[src/rtl/slrg_pkg.sv]
// shared constants, state encoding and control structs for the shuffled lehmer generator
package slrg_pkg;

	localparam int unsigned DEF_TABLE_ENTRIES = 32;
	localparam int unsigned WARMUP_STEPS = 8;

	localparam logic [14:0] LEHMER_MUL = 15'd16807;
	localparam logic [30:0] LEHMER_MOD = 31'h7FFF_FFFF;

	typedef enum logic [2:0] {
		ST_IDLE,
		ST_INIT_MUL,
		ST_INIT_FOLD,
		ST_INIT_WAIT,
		ST_DRAW_READ,
		ST_DRAW_FOLD
	} slrg_state_t;

	typedef struct packed {
		logic load_seed;
		logic start_init;
		logic init_step;
		logic draw_read;
		logic draw_commit;
	} slrg_cmd_t;

	typedef struct packed {
		logic need_init;
		logic init_last;
		logic out_free;
	} slrg_status_t;

endpackage

[src/rtl/shuffled_lehmer_random_generator_unit.sv]
// top level of the shuffled minimal-standard lehmer random generator
//
// input channel: item_valid / item_stall with cmd and seed_value. cmd = 1 loads
// seed_value as the generator state and produces no word; cmd = 0 draws one value.
// output channel: result_valid / result_stall with random_value, the numerator of a
// fraction over 2^31-1.
// a load needs only its accept. a draw runs through the accept, a table read and the
// modular fold with the table update, which registers the word. the step is one 32x15
// multiply into a register, then a fold.
// when the state is not positive or the shuffle output is zero, the draw first
// reinitializes: 8 warm-up steps plus one step per table entry, each a multiply state
// and a fold state, then a settle state before the table read.
// reset clears the state and the shuffle output, so the first draw reinitializes.
// the output word sits in a register; a load is still taken while it waits, and a
// draw holds in its final cycle until the waiting word is taken.
module shuffled_lehmer_random_generator_unit
	import slrg_pkg::*;
#(
	parameter int unsigned TABLE_ENTRIES = DEF_TABLE_ENTRIES
) (
	input  logic               clk,
	input  logic               arst_n,
	input  logic               item_valid,
	output logic               item_stall,
	input  logic               cmd,
	input  logic signed [31:0] seed_value,
	output logic               result_valid,
	input  logic               result_stall,
	output logic [30:0]        random_value
);

	slrg_cmd_t ctrl;
	slrg_status_t status;

	slrg_ctrl u_ctrl (
		.clk       (clk),
		.arst_n    (arst_n),
		.item_valid(item_valid),
		.cmd       (cmd),
		.status    (status),
		.ctrl      (ctrl),
		.item_stall(item_stall)
	);

	slrg_dp #(
		.TABLE_ENTRIES(TABLE_ENTRIES)
	) u_dp (
		.clk         (clk),
		.arst_n      (arst_n),
		.ctrl        (ctrl),
		.status      (status),
		.seed_value  (seed_value),
		.result_valid(result_valid),
		.result_stall(result_stall),
		.random_value(random_value)
	);

endmodule

[src/rtl/slrg_ram.sv]
// generic single-write, single-read ram with registered read data
module slrg_ram #(
	parameter int unsigned WIDTH = 31,
	parameter int unsigned DEPTH = 32
) (
	input  logic                     clk,
	input  logic                     we,
	input  logic [$clog2(DEPTH)-1:0] waddr,
	input  logic [WIDTH-1:0]         wdata,
	input  logic                     re,
	input  logic [$clog2(DEPTH)-1:0] raddr,
	output logic [WIDTH-1:0]         rdata
);

	logic [WIDTH-1:0] mem_q [DEPTH];

	always_ff @(posedge clk) begin
		if (we) begin
			mem_q[waddr] <= wdata;
		end
		if (re) begin
			rdata <= mem_q[raddr];
		end
	end

endmodule

[src/rtl/slrg_ctrl.sv]
// sequencer for seed loads, table initialization and draws
module slrg_ctrl
	import slrg_pkg::*;
(
	input  logic         clk,
	input  logic         arst_n,
	input  logic         item_valid,
	input  logic         cmd,
	input  slrg_status_t status,
	output slrg_cmd_t    ctrl,
	output logic         item_stall
);

	slrg_state_t state_q;
	slrg_state_t state_d;

	always_ff @(posedge clk or negedge arst_n) begin
		if (!arst_n) begin
			state_q <= ST_IDLE;
		end else begin
			state_q <= state_d;
		end
	end

	always_comb begin
		state_d = state_q;
		unique case (state_q)
			ST_IDLE: begin
				if (item_valid && !cmd) begin
					state_d = status.need_init ? ST_INIT_MUL : ST_DRAW_READ;
				end
			end
			ST_INIT_MUL: state_d = ST_INIT_FOLD;
			ST_INIT_FOLD: begin
				state_d = status.init_last ? ST_INIT_WAIT : ST_INIT_MUL;
			end
			// lets the index pipeline catch up with the new shuffle output
			ST_INIT_WAIT: state_d = ST_DRAW_READ;
			ST_DRAW_READ: state_d = ST_DRAW_FOLD;
			ST_DRAW_FOLD: begin
				if (status.out_free) begin
					state_d = ST_IDLE;
				end
			end
			default: state_d = ST_IDLE;
		endcase
	end

	always_comb begin
		ctrl = '0;
		item_stall = 1'b1;
		unique case (state_q)
			ST_IDLE: begin
				item_stall = 1'b0;
				ctrl.load_seed = item_valid && cmd;
				ctrl.start_init = item_valid && !cmd && status.need_init;
			end
			ST_INIT_MUL: ;
			ST_INIT_FOLD: ctrl.init_step = 1'b1;
			ST_INIT_WAIT: ;
			ST_DRAW_READ: ctrl.draw_read = 1'b1;
			ST_DRAW_FOLD: ctrl.draw_commit = status.out_free;
			default: ;
		endcase
	end

	assert property (@(posedge clk) disable iff (!arst_n)
		(state_q == ST_INIT_FOLD && status.init_last) |=> state_q == ST_INIT_WAIT)
		else $error("init sequence did not end after the last fill step");

	assert property (@(posedge clk) disable iff (!arst_n)
		(state_q == ST_DRAW_FOLD && !status.out_free) |=> state_q == ST_DRAW_FOLD)
		else $error("draw left its commit state with the output word still held");

	assert property (@(posedge clk) disable iff (!arst_n)
		(item_valid && !item_stall && !cmd && status.need_init) |=> state_q == ST_INIT_MUL)
		else $error("draw with invalid state skipped initialization");

endmodule

[src/rtl/slrg_dp.sv]
// generator state, modular step, shuffle index pipeline, shuffle table and output word
module slrg_dp
	import slrg_pkg::*;
#(
	parameter int unsigned TABLE_ENTRIES = DEF_TABLE_ENTRIES
) (
	input  logic               clk,
	input  logic               arst_n,
	input  slrg_cmd_t          ctrl,
	output slrg_status_t       status,
	input  logic signed [31:0] seed_value,
	output logic               result_valid,
	input  logic               result_stall,
	output logic [30:0]        random_value
);

	localparam int unsigned IDX_W = $clog2(TABLE_ENTRIES);
	localparam int unsigned CNT_W = $clog2(TABLE_ENTRIES + WARMUP_STEPS);
	localparam logic [CNT_W-1:0] CNT_START = CNT_W'(TABLE_ENTRIES + WARMUP_STEPS - 1);
	localparam longint BUCKET = 1 + (64'd2147483646 / TABLE_ENTRIES);
	// quotient by the bucket size as a reciprocal multiply, short by at most one
	localparam int unsigned IDX_K = 39;
	localparam longint RECIP = (64'd1 << IDX_K) / BUCKET;
	localparam int unsigned PROD_W = IDX_K + IDX_W + 1;

	logic [31:0] lcg_q;
	logic [30:0] shuf_q;
	logic [30:0] shuf_d;
	logic [CNT_W-1:0] cnt_q;
	logic [46:0] prod_q;
	logic [31:0] fold_sum;
	logic [30:0] fold;
	logic [31:0] lcg_init;

	logic [PROD_W-1:0] idx_prod_s1;
	logic [30:0] shuf_s1;
	logic [IDX_W-1:0] idx_s2;
	logic [IDX_W-1:0] idx_q0;
	logic [IDX_W:0] idx_q0p1;
	logic [31:0] idx_edge;
	logic idx_bump;

	logic ram_we;
	logic [IDX_W-1:0] ram_waddr;
	logic [30:0] ram_rdata;
	logic res_valid_q;
	logic [30:0] res_q;

	// 2^31 == 1 mod the modulus, so the high part folds onto the low part
	always_ff @(posedge clk) begin
		prod_q <= 47'(lcg_q) * 47'(LEHMER_MUL);
	end

	assign fold_sum = {16'd0, prod_q[46:31]} + {1'b0, prod_q[30:0]};
	assign fold = (fold_sum >= {1'b0, LEHMER_MOD}) ? 31'(fold_sum - {1'b0, LEHMER_MOD})
		: fold_sum[30:0];

	// negative seed is negated, zero or positive restarts from one
	assign lcg_init = lcg_q[31] ? (~lcg_q + 32'd1) : 32'd1;

	always_comb begin
		shuf_d = shuf_q;
		if (ctrl.init_step && cnt_q == '0) begin
			shuf_d = fold;
		end else if (ctrl.draw_commit) begin
			shuf_d = ram_rdata;
		end
	end

	always_ff @(posedge clk or negedge arst_n) begin
		if (!arst_n) begin
			lcg_q <= '0;
			shuf_q <= '0;
			cnt_q <= '0;
			res_valid_q <= 1'b0;
		end else begin
			shuf_q <= shuf_d;
			if (ctrl.load_seed) begin
				lcg_q <= seed_value;
			end else if (ctrl.start_init) begin
				lcg_q <= lcg_init;
			end else if (ctrl.init_step || ctrl.draw_commit) begin
				lcg_q <= {1'b0, fold};
			end
			if (ctrl.start_init) begin
				cnt_q <= CNT_START;
			end else if (ctrl.init_step && cnt_q != '0) begin
				cnt_q <= cnt_q - CNT_W'(1);
			end
			if (ctrl.draw_commit) begin
				res_valid_q <= 1'b1;
			end else if (!result_stall) begin
				res_valid_q <= 1'b0;
			end
		end
	end

	always_ff @(posedge clk) begin
		if (ctrl.draw_commit) begin
			res_q <= ram_rdata;
		end
	end

	// index pipeline follows the value the shuffle output is about to take
	always_ff @(posedge clk) begin
		idx_prod_s1 <= PROD_W'(shuf_d) * PROD_W'(RECIP);
		shuf_s1 <= shuf_d;
		idx_s2 <= idx_q0 + IDX_W'(idx_bump);
	end

	assign idx_q0 = idx_prod_s1[IDX_K +: IDX_W];
	assign idx_q0p1 = {1'b0, idx_q0} + (IDX_W + 1)'(1);
	assign idx_edge = 32'(idx_q0p1) * 32'(BUCKET);
	assign idx_bump = {1'b0, shuf_s1} >= idx_edge;

	always_comb begin
		ram_we = ctrl.draw_commit;
		ram_waddr = idx_s2;
		if (ctrl.init_step) begin
			ram_we = cnt_q < CNT_W'(TABLE_ENTRIES);
			ram_waddr = cnt_q[IDX_W-1:0];
		end
	end

	slrg_ram #(
		.WIDTH(31),
		.DEPTH(TABLE_ENTRIES)
	) u_table (
		.clk  (clk),
		.we   (ram_we),
		.waddr(ram_waddr),
		.wdata(fold),
		.re   (ctrl.draw_read),
		.raddr(idx_s2),
		.rdata(ram_rdata)
	);

	assign status.need_init = lcg_q[31] || lcg_q == '0 || shuf_q == '0;
	assign status.init_last = cnt_q == '0;
	assign status.out_free = !res_valid_q || !result_stall;

	assign result_valid = res_valid_q;
	assign random_value = res_q;

	assert property (@(posedge clk) disable iff (!arst_n)
		ctrl.draw_commit |=> result_valid)
		else $error("committed draw did not present a word");

	assert property (@(posedge clk) disable iff (!arst_n)
		(ctrl.init_step || ctrl.draw_commit) |=> lcg_q < {1'b0, LEHMER_MOD})
		else $error("generator state left the modulus range");

	assert property (@(posedge clk) disable iff (!arst_n)
		ctrl.draw_read |-> 32'(idx_s2) < TABLE_ENTRIES)
		else $error("shuffle index beyond table");

endmodule
[config.mk]
export PLATFORM = sky130hd
export DESIGN_NAME = shuffled_lehmer_random_generator_unit
export DESIGN_NICKNAME = d
export VERILOG_FILES = /design/src/rtl/slrg_pkg.sv /design/src/rtl/shuffled_lehmer_random_generator_unit.sv /design/src/rtl/slrg_ram.sv /design/src/rtl/slrg_ctrl.sv /design/src/rtl/slrg_dp.sv
export SDC_FILE = /design/constraint.sdc
export NUM_CORES = 2
export LEC_CHECK = 0
export BUFFER_PORTS_ARGS = -buffer_cell sky130_fd_sc_hd__clkbuf_2
export CAP_MARGIN = 20
export CORE_MARGIN = 1
export CORE_UTILIZATION = 35
export DETAILED_ROUTE_END_ITERATION = 8
export SYNTH_ARGS = -nofsm -noshare
export SYNTH_HDL_FRONTEND = slang
export SYNTH_SLANG_ARGS = --single-unit
[constraint.sdc]
create_clock -name clk -period 9.3 [get_ports clk]
set_input_delay 0.465 -clock clk [delete_from_list [all_inputs] [get_ports clk]]
set_output_delay 0.465 -clock clk [all_outputs]
set_load 0.02 [all_outputs]
=== After elaboration in Yosys (flattened, before gate mapping) ===
Memory sizes are Yosys's and may differ from the RTL's. A register that Yosys moved wholly into a read port is not among the register bits.
Index checks and enable logic that the tools add are counted.

* Flip-flop bits (word level): 187
* RAM bits: 992
* Input port bits: 37
* Memories kept: 1

{| class="wikitable"
|+ Memory list
! name !! words !! width !! read ports !! clocked after Yosys merged registers in !! wr ports !! line !! text
|-
| u_dp.u_table.mem_q || 32 || 31 || 1 || 1 || 1 || slrg_ram.sv:15 || <nowiki>logic [WIDTH-1:0] mem_q [DEPTH];</nowiki>
|}

* Add/sub/neg operators: 6
* Multipliers: 1
* Magnitude comparators: 3
* Equal/unequal tests: 8
* Muxes and demuxes: 25
* Bitwise logic cells: 1
* Reduce and logical (&&, ||, !) cells: 20

{| class="wikitable"
|+ Operator list
! operator !! count
|-
| 2-to-1 mux 32 bit || 4
|-
| 2-to-1 mux 31 bit || 3
|-
| multiplier 32 x 15 -> 47 bit (second input constant) || 1
|-
| adder 16 x 31 -> 32 bit || 1
|-
| adder 32 x 1 -> 32 bit (second input constant) || 1
|-
| >= comparator 31 x 32 -> 1 bit || 1
|-
| >= comparator 32 x 31 -> 1 bit (second input constant) || 1
|-
| logical NOT 32 bit || 1
|-
| NOT 32 bit || 1
|-
| logical NOT 31 bit || 1
|-
| subtractor 31 bit (second input constant) || 1
|-
| case mux 3 bit (6 select lines) || 1
|-
| 2-to-1 mux 6 bit || 2
|-
| 2-to-1 mux 1 bit || 9
|-
| 2-to-1 mux 3 bit || 3
|-
| adder 5 x 1 -> 6 bit (second input constant) || 1
|-
| equality test 3 x 2 -> 1 bit (second input constant) || 2
|-
| equality test 3 bit (second input constant) || 2
|-
| logical NOT 6 bit || 1
|-
| < comparator 6 bit (second input constant) || 1
|-
| inequality test 2 x 1 -> 1 bit (second input constant) || 3
|-
| nonzero test 6 bit || 1
|-
| subtractor 6 x 1 -> 6 bit (second input constant) || 1
|-
| adder 5 x 1 -> 5 bit || 1
|-
| 10 further kinds || 20
|}

=== Depth between registers and ports, before layout ===
* Depth in word-level cells: 7
* Mapped depth: 24
* Mapped depth without buffers: 24

=== Modules after synthesis ===
A second synthesis with hierarchy kept.

* Cells, all modules: 4,014
* Area total of the unflattened synthesis: 56,525.5 sq um

{| class="wikitable"
|+ By module, submodules not included
! module !! instances !! cells each !! area each (sq um) !! seq. area each (sq um)
|-
| slrg_ram || 1 || 2,192 || 39,474.1 || 30,719.5
|-
| slrg_dp || 1 || 1,796 || 16,826.1 || 3,823.7
|-
| slrg_ctrl || 1 || 26 || 225.2 || 75.1
|}

=== Worst setup path after synthesis ===
No wires, ideal clock.

* Path type: register to register
* Start: reg u_dp.lcg_q[13]
* End: reg u_dp.prod_q[40]
* Library setup time: 0.123 ns
* Arrival time: 6.097 ns
* Slack: 3.079 ns
* Cell stages (with the launch flop): 25
* Path through: dfrtp_1 -> inv_1 -> fa_1 -> inv_1 -> ha_1 -> fa_1 -> inv_1 -> fa_1 -> inv_1 -> fa_1 -> inv_1 -> fa_1 -> inv_1 -> ha_1 -> a21o_1 -> a21oi_1 -> o21ai_0 -> a21o_1 -> a221oi_2 -> nor3_1 -> o31a_1 -> a21o_1 -> a2111oi_0 -> o21bai_1 -> xor2_1

* Word-level cells in the longest chain between the ends: 1

{| class="wikitable"
|+ Ends and longest elaborated chain
! item !! line !! text
|-
| from (decl) || slrg_dp.sv:26 || <nowiki>logic [31:0] lcg_q;</nowiki>
|-
| from (signal assigned) || slrg_dp.sv:79 || <nowiki>lcg_q <= seed_value;</nowiki>
|-
| from (signal assigned) || slrg_dp.sv:81 || <nowiki>lcg_q <= lcg_init;</nowiki>
|-
| from (signal assigned) || slrg_dp.sv:83 || <nowiki>lcg_q <= {1'b0, fold};</nowiki>
|-
| multiplier 32 x 15 -> 47 bit || slrg_dp.sv:51 || <nowiki>prod_q <= 47'(lcg_q) * 47'(LEHMER_MUL);</nowiki>
|-
| to (signal assigned) || slrg_dp.sv:51 ||
|-
| to (decl) || slrg_dp.sv:30 || <nowiki>logic [46:0] prod_q;</nowiki>
|}

No other way between the ends.
A chain may end at the register's enable or synchronous reset.

=== Final worst setup path ===
* Start: reg u_dp.lcg_q[12]
* End: reg u_dp.prod_q[40]

Same word-level chain as after synthesis.

==> flow_summary.toml <==
[outcome]
status = "completed"

[worst_setup_path]
r2r_start = "u_dp.lcg_q[12]"
worstPathRequired_ps = 9910
crit_top_cell = "inv_1"
path_buf_inv = 6
cp_max_fo = 7
rr_worst_depth = 24
r2r_setup_slack_ps = 2470
path_cells = "inv_1 -> fa_1 -> inv_1 -> ha_1 -> fa_1 -> inv_1 -> fa_1 -> inv_1 -> fa_1 -> inv_1 -> fa_1 -> inv_1 -> ha_1 -> a21o_1 -> a21oi_1 -> o21ai_0 -> a21o_1 -> a221oi_2 -> nor3_1 -> o31a_1 -> a21o_1 -> a2111oi_0 -> o21bai_1 -> xor2_1"
startpoint_type = "flip-flop"
critPathArrivalTime_ps = 7440
critPathKind = "flip-flop to flip-flop"
cpPeakStageDelay_ps = 580
cp_slowest_cell = "fa_1"
rr_endpoint = "u_dp.prod_q[40]"
cp_top_family = "adder cells"
crit_path_end_kind = "flip-flop"

[logic_synthesis]
ys_types = 90
synth_edf_count = 1054
synth.most_common_cell = "edfxtp_1"
ys_ff_latch = 1184
syn_avg_cell_area_um2 = 16.88
synthCells = 3253
synthFlopType = "edfxtp_1"
synth_top_area_cell = "edfxtp_1"
syn_area_um2 = 54920
ys_async_sr_fraction_pct = 6.166
synth.net_count = 3674
netlist_top_cells_area = "edfxtp_1, mux4_2, ha_1, fa_1, dfrtp_1"
synth_top_area_share_pct = 57.63
ys_top_cells_by_count = "edfxtp_1, inv_1, mux4_2"
seq_area_frac_synth_pct = 63.03
synth_warnings = 0

[global_route]
gr-total-overflow = 0
grt_max_degree = 93
gr-usage-all-layers_pct = 18.77
grt_pass1_wl_mm = 214.4
antenna_found_initial = 6
grt_pass1_vias = 29972

[place]
gp_congestion = 0.8925
dpl.hpwl_mm = 93.31
io_buffers = 69
place_inst = 5337

[route]
wire_per_inst_um = 26.70
drtPass1Iterations = 5
vias = 29988
viasPerCell = 5.382
drc_errors = 0
drt_iter0_drc = 3488
final_antenna_net_count = 0
wirelength_mm = 148.8

[cells_and_area]
fin_cells = 5572
multiInputGateArea_um2 = 18920
syn2layout_area_growth_pct = 13.54
layout-drive-gt1-share_pct = 21.25
final_net_count = 3831
register_area_um2 = 34630
final_util_pct = 39.97
fillers = 14119

[die]
die-width_um = 398.1
die-area_um2 = 158500
num_rows = 145
pin_count = 70
die_h_um = 398.1
start_util_pct = 35.20
core_area_um2 = 156000

[timing]
final-setup-viol-count = 0
setup-tns-final_ps = 0
min_period_ps = 6833
relSlewSlack_pct = 24.25
tightest_slew_ps = 1136
fin_crit_sh_pct = 73.47
hold_viol_final = 0
rsz0062_at_grt = "no"
clock_skew_ps = 35.33
finalMaxSlewViolations = 0
fmax_mhz = 146.4

[cts]
cts_buffers = 119
clockRootBuffer = "clkbuf_16"
h-tree-depth = 3
clk_path_buf_depth = 3
clock_latency_ps = 730
clk_pin_slew_ps = 60
cts_sinks = 1184
cts-resized-gates = 0
cts_setup_buffers = 0
hold_buffers = 5
tritoncts = "done"

[hold_path]
min_to = "u_dp.lcg_q[31]"
hp-class = "primary input to flip-flop"
hp-start = "seed_value[31]"
holdPathStages = 2

[flow_run]
maxCapViolCount = 0
-- metal layers --
layer | vias to the layer above | part of all wire (%) | GRT usage, % | wire (µm)
met5 | - | 0.013 | 0 | 20
li1 | 12774 | - | - | -
met3 | 198 | 7.9 | 3.486 | 11730
met2 | 1210 | 46 | 28.88 | 68250
met1 | 15804 | 44 | 27.58 | 65520
met4 | 2 | 2.2 | 4.132 | 3267
-- stage by stage --
stage	hold slack [ps]	area, µm²	setup slack, ps
after floorplan	169.4	54920	3079
after global placement	442.4	58310	2536
after detailed placement	445.1	58340	2504
after CTS	15.48	62220	2474
after global routing	40.32	62350	2146
final	62.55	62360	2467
-- final cells by class --
type | instances | area share [%]
antenna | 4 | 0.01605
clock buffer | 148 | 5.062
clock inverter | 73 | 1.094
inverter | 331 | 1.994
multi-input combinational | 1617 | 30.34
tap | 2058 | 4.129
sequential | 1184 | 55.54
timing repair buffer | 157 | 1.826
-- flip-flops by register name (all words and copies together), names as in the netlist --
register,count
u_dp.u_table.mem_q,992
u_dp.prod_q,47
u_dp.lcg_q,32
u_dp.random_value,31
u_dp.shuf_q,31
u_dp.u_table.rdata,31
u_dp.cnt_q,6
u_dp.idx_prod_s1,5
u_dp.idx_s2,5
u_ctrl.state_q,3
u_dp.result_valid,1
-- kinds of logic (layout without fill, tap and decap cells) --
group / count (synthesis) / after routing / share of synthesized area (%)
adders and majority gates: 384 / 384 / 10.65
DFF: 1184 / 1184 / 63.03
buffers and inverters: 452 / 709 / 3.107
other: 0 / 4 / 0
and+or+nand+nor: 459 / 459 / 4.062
muxes: 351 / 351 / 13.54
AOI/OAI and AO/OA: 323 / 323 / 4.012
xor gates and xnor gates: 100 / 100 / 1.595
-- worst max path at each step --
stage | from | end | slack, ps | depth (start not counted)
global placement | u_dp.lcg_q[13] | u_dp.prod_q[40] | 2540 | 24
detailed placement | u_dp.lcg_q[12] | u_dp.prod_q[40] | 2500 | 24
floorplan | u_dp.lcg_q[13] | u_dp.prod_q[40] | 3080 | 24
CTS | u_dp.lcg_q[12] | u_dp.prod_q[40] | 2470 | 24
finish | u_dp.lcg_q[12] | u_dp.prod_q[40] | 2470 | 24
global route | u_dp.lcg_q[12] | u_dp.prod_q[40] | 2150 | 24
-- cell usage in the layout, fill, tap and decap left out, drive strengths merged, types with 73 or more instances in the layout --
cell	Yosys	layout
nand2	157	157
edfxtp	1054	1054
nor2	102	102
buf	35	83
clkbuf	86	217
mux4	310	310
xnor2	80	80
ha	245	245
a21oi	90	90
dfrtp	73	73
fa	139	139
inv	330	336
Power is left out: the tool's default activity adds up to more than one toggle a clock period on the data nets, which glitch-free logic cannot reach.
